[config.mk]
export PLATFORM = sky130hd
export DESIGN_NAME = distance_vector_route_table_unit
export DESIGN_NICKNAME = d
export VERILOG_FILES = /design/src/rtl/core/dvrt_pkg.sv /design/src/rtl/core/dvrt_ctrl.sv /design/src/rtl/core/dvrt_datapath.sv /design/src/rtl/core/distance_vector_route_table_unit.sv
export SDC_FILE = /design/constraint.sdc
export NUM_CORES = 1
export LEC_CHECK = 0
export BUFFER_PORTS_ARGS = -buffer_cell sky130_fd_sc_hd__clkbuf_2
export CORE_MARGIN = 2
export CORE_UTILIZATION = 45
export DETAILED_ROUTE_END_ITERATION = 7
export PLACE_DENSITY = 0.7
export RECOVER_POWER = 50
export SLEW_MARGIN = 20
export SYNTH_ARGS = -nofsm -noshare
export SYNTH_HDL_FRONTEND = slang
export SYNTH_SLANG_ARGS = --single-unit
[constraint.sdc]
create_clock -name clk -period 21.7 [get_ports clk]
set_input_delay 4.34 -clock clk [delete_from_list [all_inputs] [get_ports clk]]
set_output_delay 4.34 -clock clk [all_outputs]
set_load 0.02 [all_outputs]
[src/rtl/core/dvrt_pkg.sv]
// dvrt_pkg: shared types and constants of the distance-vector route table
// request and result structs, mode codes, controller/datapath command types
// no dependencies
package dvrt_pkg;

    localparam logic [2:0]  MODE_VECTOR   = 3'd0;
    localparam logic [2:0]  MODE_TICK     = 3'd1;
    localparam logic [2:0]  MODE_DISABLE  = 3'd2;
    localparam logic [2:0]  MODE_SET_COST = 3'd3;
    localparam logic [2:0]  MODE_READ     = 3'd4;
    localparam logic [2:0]  MODE_LOAD     = 3'd5;

    localparam logic [15:0] INF_COST   = 16'hFFFF;
    localparam logic [1:0]  MISS_LIMIT = 2'd3;
    localparam logic [4:0]  SELF_RESET = 5'd1;

    // read address source
    localparam logic [1:0]  RD_ITEM   = 2'd0;
    localparam logic [1:0]  RD_REPORT = 2'd1;
    localparam logic [1:0]  RD_TICK   = 2'd2;

    typedef struct packed {
        logic [2:0]  mode;
        logic [4:0]  peer_id;
        logic [4:0]  dest_id;
        logic [15:0] cost_value;
    } dvrt_in_t;

    typedef struct packed {
        logic [4:0]  entry_id;
        logic [15:0] entry_cost;
        logic [4:0]  entry_next_hop;
        logic        entry_is_neighbor;
        logic        table_changed;
        logic        send_update;
    } dvrt_out_t;

    typedef struct packed {
        logic       load_item;
        logic [1:0] rd_sel;
        logic       exec;
        logic       tick_start;
        logic       tick_step;
        logic       load_out;
    } dvrt_cmd_t;

    typedef struct packed {
        logic in_tick;
        logic tick_done;
        logic out_busy;
    } dvrt_stat_t;

endpackage

[src/rtl/core/dvrt_ctrl.sv]
// dvrt_ctrl: sequencing state machine of the route table
// drives datapath commands from request handshake and datapath status
// depends on dvrt_pkg
module dvrt_ctrl
(
    input  logic                 clk,
    input  logic                 rst_n,
    input  logic                 item_valid,
    output logic                 item_ready,
    input  dvrt_pkg::dvrt_stat_t stat,
    output dvrt_pkg::dvrt_cmd_t  cmd
);

    localparam logic [2:0] S_IDLE   = 3'd0;
    localparam logic [2:0] S_LOOK   = 3'd1;
    localparam logic [2:0] S_EXEC   = 3'd2;
    localparam logic [2:0] S_RPT_RD = 3'd3;
    localparam logic [2:0] S_TICK   = 3'd4;
    localparam logic [2:0] S_FIN    = 3'd5;

    logic [2:0] state_reg;
    logic [2:0] state_next;

    always_comb
    begin
        state_next     = state_reg;
        item_ready     = 1'b0;
        cmd            = '0;
        cmd.rd_sel     = dvrt_pkg::RD_REPORT;
        unique case (state_reg)
            S_IDLE:
            begin
                item_ready = 1'b1;
                if (item_valid)
                begin
                    cmd.load_item = 1'b1;
                    if (stat.in_tick)
                    begin
                        cmd.tick_start = 1'b1;
                        state_next     = S_TICK;
                    end
                    else
                    begin
                        state_next = S_LOOK;
                    end
                end
            end
            S_LOOK:
            begin
                cmd.rd_sel = dvrt_pkg::RD_ITEM;
                state_next = S_EXEC;
            end
            S_EXEC:
            begin
                cmd.exec   = 1'b1;
                state_next = S_RPT_RD;
            end
            S_RPT_RD:
            begin
                state_next = S_FIN;
            end
            S_TICK:
            begin
                cmd.rd_sel    = dvrt_pkg::RD_TICK;
                cmd.tick_step = 1'b1;
                if (stat.tick_done)
                begin
                    state_next = S_FIN;
                end
            end
            S_FIN:
            begin
                if (!stat.out_busy)
                begin
                    cmd.load_out = 1'b1;
                    state_next   = S_IDLE;
                end
            end
            default:
            begin
                state_next = S_IDLE;
            end
        endcase
    end

    always_ff @(posedge clk or negedge rst_n)
    begin
        if (!rst_n)
        begin
            state_reg <= S_IDLE;
        end
        else
        begin
            state_reg <= state_next;
        end
    end

endmodule

[src/rtl/core/dvrt_datapath.sv]
// dvrt_datapath: route and link memories, neighbour flags, relaxation and result register
// executes commands from dvrt_ctrl, one memory read and one write per cycle
// depends on dvrt_pkg
module dvrt_datapath #(
    parameter int NODES = 16
)
(
    input  logic                 clk,
    input  logic                 rst_n,
    input  dvrt_pkg::dvrt_in_t   item,
    input  logic                 cfg_valid,
    input  logic                 cfg_ready,
    input  logic [4:0]           cfg_data,
    output dvrt_pkg::dvrt_out_t  result,
    output logic                 result_valid,
    input  logic                 result_ready,
    input  dvrt_pkg::dvrt_cmd_t  cmd,
    output dvrt_pkg::dvrt_stat_t stat
);

    localparam int IW = $clog2(NODES);
    localparam int XW = (IW > 5) ? IW : 5;

    function automatic logic [IW-1:0] idx_of(input logic [4:0] id);
        logic [XW-1:0] t;
        t = XW'(id) - XW'(1);
        return t[IW-1:0];
    endfunction

    function automatic logic id_ok(input logic [4:0] id);
        return (id != 5'd0) && (32'(id) <= 32'(NODES));
    endfunction

    // memories
    logic [20:0] route_mem [NODES];
    logic [15:0] link_mem  [NODES];

    logic [NODES-1:0] route_vld_reg, route_vld_next;
    logic [NODES-1:0] mark_reg, mark_next;
    logic [NODES-1:0] heard_reg, heard_next;
    logic [1:0]       missed_reg [NODES];
    logic [1:0]       missed_next [NODES];

    dvrt_pkg::dvrt_in_t  item_reg;
    dvrt_pkg::dvrt_out_t out_reg;
    dvrt_pkg::dvrt_out_t res;
    logic                out_valid_reg;
    logic [4:0]          self_id_reg;
    logic                changed_reg, changed_next;
    logic [IW:0]         cnt_reg, cnt_next;
    logic [IW:0]         cnt_m1;
    logic [IW-1:0]       tj;

    logic [20:0]   rd_route_reg;
    logic          rd_vld_reg;
    logic [15:0]   rd_link_reg;
    logic [IW-1:0] raddr;

    logic          r_we;
    logic [IW-1:0] r_waddr;
    logic [20:0]   r_wdata;
    logic          v_clr;
    logic          l_we;

    logic [IW-1:0] pidx, didx, ridx, self_idx;
    logic          self_ok, peer_use, dest_use, rep_ok, rep_self;
    logic [4:0]    rep_id;
    logic [15:0]   eff_cost;
    logic [4:0]    eff_hop;
    logic [16:0]   sum;
    logic [15:0]   sum_sat;
    logic [1:0]    mnew;

    assign pidx     = idx_of(item_reg.peer_id);
    assign didx     = idx_of(item_reg.dest_id);
    assign self_idx = idx_of(self_id_reg);
    assign self_ok  = id_ok(self_id_reg);
    assign peer_use = id_ok(item_reg.peer_id) && (item_reg.peer_id != self_id_reg);
    assign dest_use = id_ok(item_reg.dest_id) && (item_reg.dest_id != self_id_reg);
    assign rep_id   = ((item_reg.mode == dvrt_pkg::MODE_VECTOR) ||
                       (item_reg.mode == dvrt_pkg::MODE_READ)) ?
                      item_reg.dest_id : item_reg.peer_id;
    assign ridx     = idx_of(rep_id);
    assign rep_ok   = id_ok(rep_id);
    assign rep_self = rep_ok && (rep_id == self_id_reg);

    assign eff_cost = rd_vld_reg ? rd_route_reg[20:5] : dvrt_pkg::INF_COST;
    assign eff_hop  = rd_vld_reg ? rd_route_reg[4:0] : 5'd0;
    assign sum      = {1'b0, rd_link_reg} + {1'b0, item_reg.cost_value};
    assign sum_sat  = sum[16] ? dvrt_pkg::INF_COST : sum[15:0];

    assign cnt_m1   = cnt_reg - 1'b1;
    assign tj       = cnt_m1[IW-1:0];

    // read address
    always_comb
    begin
        unique case (cmd.rd_sel)
            dvrt_pkg::RD_ITEM:   raddr = (item_reg.mode == dvrt_pkg::MODE_VECTOR) ? didx : pidx;
            dvrt_pkg::RD_REPORT: raddr = ridx;
            dvrt_pkg::RD_TICK:   raddr = cnt_reg[IW-1:0];
            default:             raddr = ridx;
        endcase
    end

    // update logic
    always_comb
    begin
        route_vld_next = route_vld_reg;
        mark_next      = mark_reg;
        heard_next     = heard_reg;
        missed_next    = missed_reg;
        changed_next   = changed_reg;
        cnt_next       = cnt_reg;
        r_we           = 1'b0;
        r_waddr        = pidx;
        r_wdata        = {item_reg.cost_value, item_reg.peer_id};
        v_clr          = 1'b0;
        l_we           = 1'b0;
        mnew           = 2'd0;

        if (cmd.load_item)
        begin
            changed_next = 1'b0;
        end
        if (cmd.tick_start)
        begin
            cnt_next = '0;
        end

        if (cmd.exec)
        begin
            unique case (item_reg.mode)
                dvrt_pkg::MODE_VECTOR:
                begin
                    if (peer_use && mark_reg[pidx])
                    begin
                        heard_next[pidx]  = 1'b1;
                        missed_next[pidx] = 2'd0;
                        if (dest_use && (sum_sat < eff_cost))
                        begin
                            r_we         = 1'b1;
                            r_waddr      = didx;
                            r_wdata      = {sum_sat, item_reg.peer_id};
                            changed_next = 1'b1;
                        end
                    end
                end
                dvrt_pkg::MODE_DISABLE:
                begin
                    if (peer_use && mark_reg[pidx])
                    begin
                        v_clr             = 1'b1;
                        changed_next      = (eff_cost != dvrt_pkg::INF_COST) ||
                                            (eff_hop != 5'd0);
                        mark_next[pidx]   = 1'b0;
                        heard_next[pidx]  = 1'b0;
                        missed_next[pidx] = 2'd0;
                    end
                end
                dvrt_pkg::MODE_SET_COST:
                begin
                    if (peer_use && mark_reg[pidx])
                    begin
                        l_we         = 1'b1;
                        r_we         = 1'b1;
                        changed_next = (eff_cost != item_reg.cost_value) ||
                                       (eff_hop != item_reg.peer_id);
                    end
                end
                dvrt_pkg::MODE_LOAD:
                begin
                    if (peer_use)
                    begin
                        mark_next[pidx]   = 1'b1;
                        heard_next[pidx]  = 1'b0;
                        missed_next[pidx] = 2'd0;
                        l_we              = 1'b1;
                        r_we              = 1'b1;
                        changed_next      = (eff_cost != item_reg.cost_value) ||
                                            (eff_hop != item_reg.peer_id);
                    end
                end
                default:
                begin
                end
            endcase
        end

        if (cmd.tick_step)
        begin
            if (!stat.tick_done)
            begin
                cnt_next = cnt_reg + 1'b1;
            end
            // entry read in the previous cycle
            if ((cnt_reg != '0) && mark_reg[tj] && heard_reg[tj])
            begin
                mnew = (missed_reg[tj] == dvrt_pkg::MISS_LIMIT) ?
                       dvrt_pkg::MISS_LIMIT : missed_reg[tj] + 2'd1;
                missed_next[tj] = mnew;
                if ((mnew == dvrt_pkg::MISS_LIMIT) && !(self_ok && (self_idx == tj)))
                begin
                    r_we    = 1'b1;
                    r_waddr = tj;
                    r_wdata = {dvrt_pkg::INF_COST, eff_hop};
                    if (eff_cost != dvrt_pkg::INF_COST)
                    begin
                        changed_next = 1'b1;
                    end
                end
            end
        end

        if (r_we)
        begin
            route_vld_next[r_waddr] = 1'b1;
        end
        if (v_clr)
        begin
            route_vld_next[pidx] = 1'b0;
        end
    end

    // result
    always_comb
    begin
        res = '0;
        unique case (item_reg.mode)
            dvrt_pkg::MODE_TICK:
            begin
                res.table_changed = changed_reg;
                res.send_update   = 1'b1;
            end
            dvrt_pkg::MODE_VECTOR, dvrt_pkg::MODE_DISABLE, dvrt_pkg::MODE_SET_COST,
            dvrt_pkg::MODE_READ, dvrt_pkg::MODE_LOAD:
            begin
                res.table_changed = changed_reg;
                if (!rep_ok)
                begin
                    res.entry_cost = dvrt_pkg::INF_COST;
                end
                else if (rep_self)
                begin
                    res.entry_id = rep_id;
                end
                else
                begin
                    res.entry_id          = rep_id;
                    res.entry_cost        = eff_cost;
                    res.entry_next_hop    = eff_hop;
                    res.entry_is_neighbor = mark_reg[ridx];
                end
            end
            default:
            begin
            end
        endcase
    end

    always_ff @(posedge clk)
    begin
        if (r_we)
        begin
            route_mem[r_waddr] <= r_wdata;
        end
        if (l_we)
        begin
            link_mem[pidx] <= item_reg.cost_value;
        end
        rd_route_reg <= route_mem[raddr];
        rd_vld_reg   <= route_vld_next[raddr] & route_vld_reg[raddr];
        rd_link_reg  <= link_mem[pidx];
        if (cmd.load_item)
        begin
            item_reg <= item;
        end
        if (cmd.load_out)
        begin
            out_reg <= res;
        end
    end

    always_ff @(posedge clk or negedge rst_n)
    begin
        if (!rst_n)
        begin
            route_vld_reg <= '0;
            mark_reg      <= '0;
            heard_reg     <= '0;
            for (int i = 0; i < NODES; i++)
            begin
                missed_reg[i] <= 2'd0;
            end
            changed_reg   <= 1'b0;
            cnt_reg       <= '0;
            out_valid_reg <= 1'b0;
            self_id_reg   <= dvrt_pkg::SELF_RESET;
        end
        else
        begin
            route_vld_reg <= route_vld_next;
            mark_reg      <= mark_next;
            heard_reg     <= heard_next;
            missed_reg    <= missed_next;
            changed_reg   <= changed_next;
            cnt_reg       <= cnt_next;
            if (cmd.load_out)
            begin
                out_valid_reg <= 1'b1;
            end
            else if (result_ready)
            begin
                out_valid_reg <= 1'b0;
            end
            if (cfg_valid && cfg_ready)
            begin
                self_id_reg <= cfg_data;
            end
        end
    end

    assign result         = out_reg;
    assign result_valid   = out_valid_reg;
    assign stat.in_tick   = (item.mode == dvrt_pkg::MODE_TICK);
    assign stat.tick_done = (cnt_reg == (IW+1)'(NODES));
    assign stat.out_busy  = out_valid_reg && !result_ready;

endmodule

[src/rtl/core/distance_vector_route_table_unit.sv]
// distance_vector_route_table_unit: top level of the distance-vector route table
// joins dvrt_ctrl and dvrt_datapath; depends on dvrt_pkg
//
//  channel  | handshake                  | payload
//  ---------+----------------------------+----------------------------------
//  item     | item_valid / item_ready    | dvrt_pkg::dvrt_in_t  (one request)
//  result   | result_valid / result_ready| dvrt_pkg::dvrt_out_t (one per request)
//  cfg      | cfg_valid / cfg_ready      | cfg_data, self_id (5 bits)
//
// a non-tick request goes from acceptance to result through one memory read,
// execute and write, then a second read for the reported entry
// in a tick, the neighbour sweep reads one route entry per cycle
// and writes the entry read in the previous cycle through the single write port
// reset clears all flags and valid bits at once; no clearing pass
// a request is accepted while the previous result still waits in the output register
// a result stall holds only the final step, never the sweep
module distance_vector_route_table_unit #(
    parameter int NODES = 16
)
(
    input  logic                clk,
    input  logic                rst_n,
    input  logic                item_valid,
    output logic                item_ready,
    input  dvrt_pkg::dvrt_in_t  item,
    output logic                result_valid,
    input  logic                result_ready,
    output dvrt_pkg::dvrt_out_t result,
    input  logic                cfg_valid,
    output logic                cfg_ready,
    input  logic [4:0]          cfg_data
);

    dvrt_pkg::dvrt_cmd_t  cmd;
    dvrt_pkg::dvrt_stat_t stat;

    assign cfg_ready = 1'b1;

    dvrt_ctrl u_ctrl
    (
        .clk        (clk),
        .rst_n      (rst_n),
        .item_valid (item_valid),
        .item_ready (item_ready),
        .stat       (stat),
        .cmd        (cmd)
    );

    dvrt_datapath #(
        .NODES (NODES)
    ) u_datapath
    (
        .clk          (clk),
        .rst_n        (rst_n),
        .item         (item),
        .cfg_valid    (cfg_valid),
        .cfg_ready    (cfg_ready),
        .cfg_data     (cfg_data),
        .result       (result),
        .result_valid (result_valid),
        .result_ready (result_ready),
        .cmd          (cmd),
        .stat         (stat)
    );

endmodule

==> results.tsv <==
stage	metric	value	unit
status	outcome	finished with violations	
status	failed_checks	capacitance limit, slew limit	
setup_path	crit_fanout	67	
yosys	yosysUniqueCellTypes	81	
timing	worstMarginPinSlew	4390	ps
power_and_ir_drop	ir_worst_vdd	0.137	mV
floorplanning	start_util	0.456	
power_and_ir_drop	power_switching	2.01	mW
timing	max_freq	107	MHz
timing	period_needed	9320	ps
yosys	synth_area_leaders	sky130_fd_sc_hd__edfxtp_1 (57%), sky130_fd_sc_hd__dfrtp_1 (6.9%), sky130_fd_sc_hd__mux4_2 (6.5%), sky130_fd_sc_hd__nand2_1 (5.4%), sky130_fd_sc_hd__dfxtp_1 (2.2%)	
yosys	synth_enable_flop_cells	650	
drt	routedWlPerCell	25.4	um
clock_network	htree_levels	3	
power_and_ir_drop	total_design_power	5.22	mW
setup_path	worst_path_required_time	22220	ps
timing	clock_skew	41.8	ps
place	placement.io_buffers	69	
global_routing	antenna_found_initial	1	
timing	smallest_hold_slack	483	ps
power_and_ir_drop	power.leakage	13.3	nW
yosys	synth_top_cells_by_count	sky130_fd_sc_hd__edfxtp_1 (650), sky130_fd_sc_hd__nand2_1 (486), sky130_fd_sc_hd__nor2_1 (126)	
global_routing	grt_max_degree	176	
global_routing	grt_util_met3	0.0345	
job	max-cap-violations	18	
power_and_ir_drop	cellPowerDensity	136	nW/um2
global_routing	first_global_vias	21800	
floorplanning	die-width	279	um
yosys	synth-seq-area-share	0.666	
yosys	postSynthNetCount	2625	
setup_path	worst-endpoint-arrival	9840	ps
cells_and_area	area_growth_syn_to_fin	12.6	%
cells_and_area	footprint_of_the_multi_input_gates	10800	um2
yosys	yosys.area.top_type_share	0.574	
global_routing	global_route.usage.met2	0.389	
clock_network	cts_root_buffer	sky130_fd_sc_hd__clkbuf_16	
cells_and_area	final-seq-area	22700	um2
global_routing	grt.met1_usage	0.323	
drt	routed_via_density	6.08	
yosys	synthesis.instances	2542	
yosys	ys.flop_type	sky130_fd_sc_hd__edfxtp_1	
power_and_ir_drop	pwr-share-seq	0.365	
clock_network	cts_repair_resize_count	0	
clock_network	clock-sinks	783	
setup_path	startpoint_type	flip-flop	
drt	wl	92.7	mm
global_routing	global_route.peak_usage_layer	met2	
floorplanning	row_count	100	
cells_and_area	num-fill-cells	6181	
yosys	yosys_warnings	0	
cells_and_area	n_antenna_cell	0	
power_and_ir_drop	comb_power_share	0.371	
place	placed_cells	3506	
timing	worst_slack	12380	ps
yosys	synthDominantAreaCellType	sky130_fd_sc_hd__edfxtp_1	
floorplanning	die_h	279	um
floorplanning	fp.dieArea	77800	um2
floorplanning	floorplan.core_area	74600	um2
clock_network	clk_transition_reported_paths	60	ps
setup_path	endpoint_kind	flip-flop	
drt	via_count	22200	
clock_network	worst_skew_pair.late_latency	640	ps
drt	ant_nets	0	
clock_network	cts-buffers-inserted	79	
place	post-place-ws	14910	ps
timing	rsz_0062_raised_after_global_routing	no	
drt	first_pass_iters	5	
timing	slew_viol_final	435	
cells_and_area	finalNetCount	2701	
clock_network	cts_post_setup_buffers_inserted	0	
setup_path	timing.setup.critical_path_class	reg -> reg	
yosys	async_flop_share	0.121	
timing	slew-limit-headroom	-1.93	
global_routing	grt_overflow	0	
timing	timing.final.crit_share	0.429	
power_and_ir_drop	p_int	3.21	mW
yosys	ys_seq_elements	783	
timing	finalSetupTns	0	ps
clock_network	cts_max_path_buffers	3	
drt	drcViolationCount	0	
timing	setup_viol	0	
timing	final_hold_violation_count	0	
place	hpwl_after_detailed_placement	58.2	mm
setup_path	crit_path_frequent_cell	sky130_fd_sc_hd__clkbuf_1	
yosys	yosysMostFrequentCell	sky130_fd_sc_hd__edfxtp_1	
yosys	netlist_area	34000	um2
cells_and_area	largest_register_ffs	336	
min_path	timing.hold.worst.class	reg -> reg	
floorplanning	pin_count	71	
yosys	synth_area_per_cell	13.4	um2
global_routing	wire_length_of_the_first_global_routing_pass	137	mm
power_and_ir_drop	clock_power_share	0.264	
place	routabilityCongestion	0.955	
setup_path	timing.critical_path.slowest_stage_cell	sky130_fd_sc_hd__clkbuf_1	
clock_network	cts_tree	built	
setup_path	worstPathCellList	clkbuf_1 > inv_1 > ha_1 > clkbuf_1 > o32ai_1 > a21oi_1 > nor3_2 > buf_4 > o32a_1 > a221oi_1 > o31ai_2	
cells_and_area	layout_cell_share_with_drive_strength_beyond_1	0.146	
cells_and_area	finish.cell_count_without_fillers	3648	
global_routing	gr-usage-all-layers	0.236	
clock_network	cts_hold_buf	0	
drt	drt_iter0_drc	2549	
power_and_ir_drop	power.share.switching	0.384	
setup_path	max_stage_delay	3070	ps
==> layout by cell type, fill, tap and decap left out, drive strengths merged, types with 30 or more instances in the layout <==
cell	n
a211oi	30
a21oi	103
a311oi	43
a31oi	59
and3	100
buf	47
clkbuf	207
dfrtp	94
dfxtp	38
edfxtp	650
ha	43
inv	41
mux2i	43
mux4	99
nand2	486
nand3	42
nor2	126
o21ai	103
xnor2	38
==> kinds of logic after synthesis <==
| group | count (synthesis) | share of synthesized area |
|---|---|---|
| and+or+nand+nor | 867 | 0.114 |
| DFF | 783 | 0.666 |
| AOI/OAI and AO/OA | 445 | 0.0855 |
| buffers and inverters | 198 | 0.0227 |
| muxes | 148 | 0.0804 |
| xor gates and xnor gates | 56 | 0.0146 |
| adders and majority gates | 44 | 0.0164 |
| other | 1 | 0.000110 |
==> critical path, delay by kind of cell (launching register included) <==
family	cells	cell delay (ps)
AOI/OAI and AO/OA	5	2140
buffers and inverters	4	5860
and+or+nand+nor	1	100
DFF	1	320
adders and majority gates	1	740
==> metal layers <==
layer | wire length [um] | share of wire
met2 | 44900 | 0.48
met1 | 38200 | 0.41
met4 | 3060 | 0.033
met5 | 0 | 0
met3 | 6550 | 0.071
==> metrics by stage <==
stage           util  cell area (um2)
4_1_cts        0.516            38400
3_3_place_gp   0.480            35800
5_1_grt        0.513            38300
6_report       0.513            38300
3_5_place_dp   0.480            35800
2_1_floorplan      -            34000
==> layout make-up <==
class / count / share of cell area
Clock buffer: 101 / 0.0559
Clock inverter: 41 / 0.0133
Inverter: 40 / 0.00392
Multi-Input combinational cell: 1561 / 0.281
Sequential cell: 783 / 0.592
Tap cell: 969 / 0.0317
Timing Repair Buffer: 153 / 0.0219
==> final timing paths <==
check	to	startpoint	cells past startpoint	slack [ps]
min in group asynchronous	u_datapath.missed_reg[16]$_DFF_PN0_	rst_n	1	4230
worst max register to register	u_datapath.rd_vld_reg$_DFF_P_	u_datapath.item_reg[21]$_DFFE_PP_	11	12380
worst max-delay path	u_datapath.rd_vld_reg$_DFF_P_	u_datapath.item_reg[21]$_DFFE_PP_	11	12380
max in group asynchronous	asynchronous set/reset pin	rst_n	2	15780
worst min register to register	flip-flop	flip-flop	2	480
worst min-delay path	flip-flop	flip-flop	2	480
==> power by group through the flow <==
stage / clock network [mW] / registers, mW / logic [mW]
after global routing: 1.45 / 1.91 / 2.09
after CTS: 1.40 / 1.90 / 1.91
after global placement: 0 / 1.92 / 1.87
after detailed placement: 0 / 1.93 / 1.89
final: 1.38 / 1.90 / 1.94
after floorplan: 0 / 1.87 / 1.28
(Power assumes the default switching activity.)
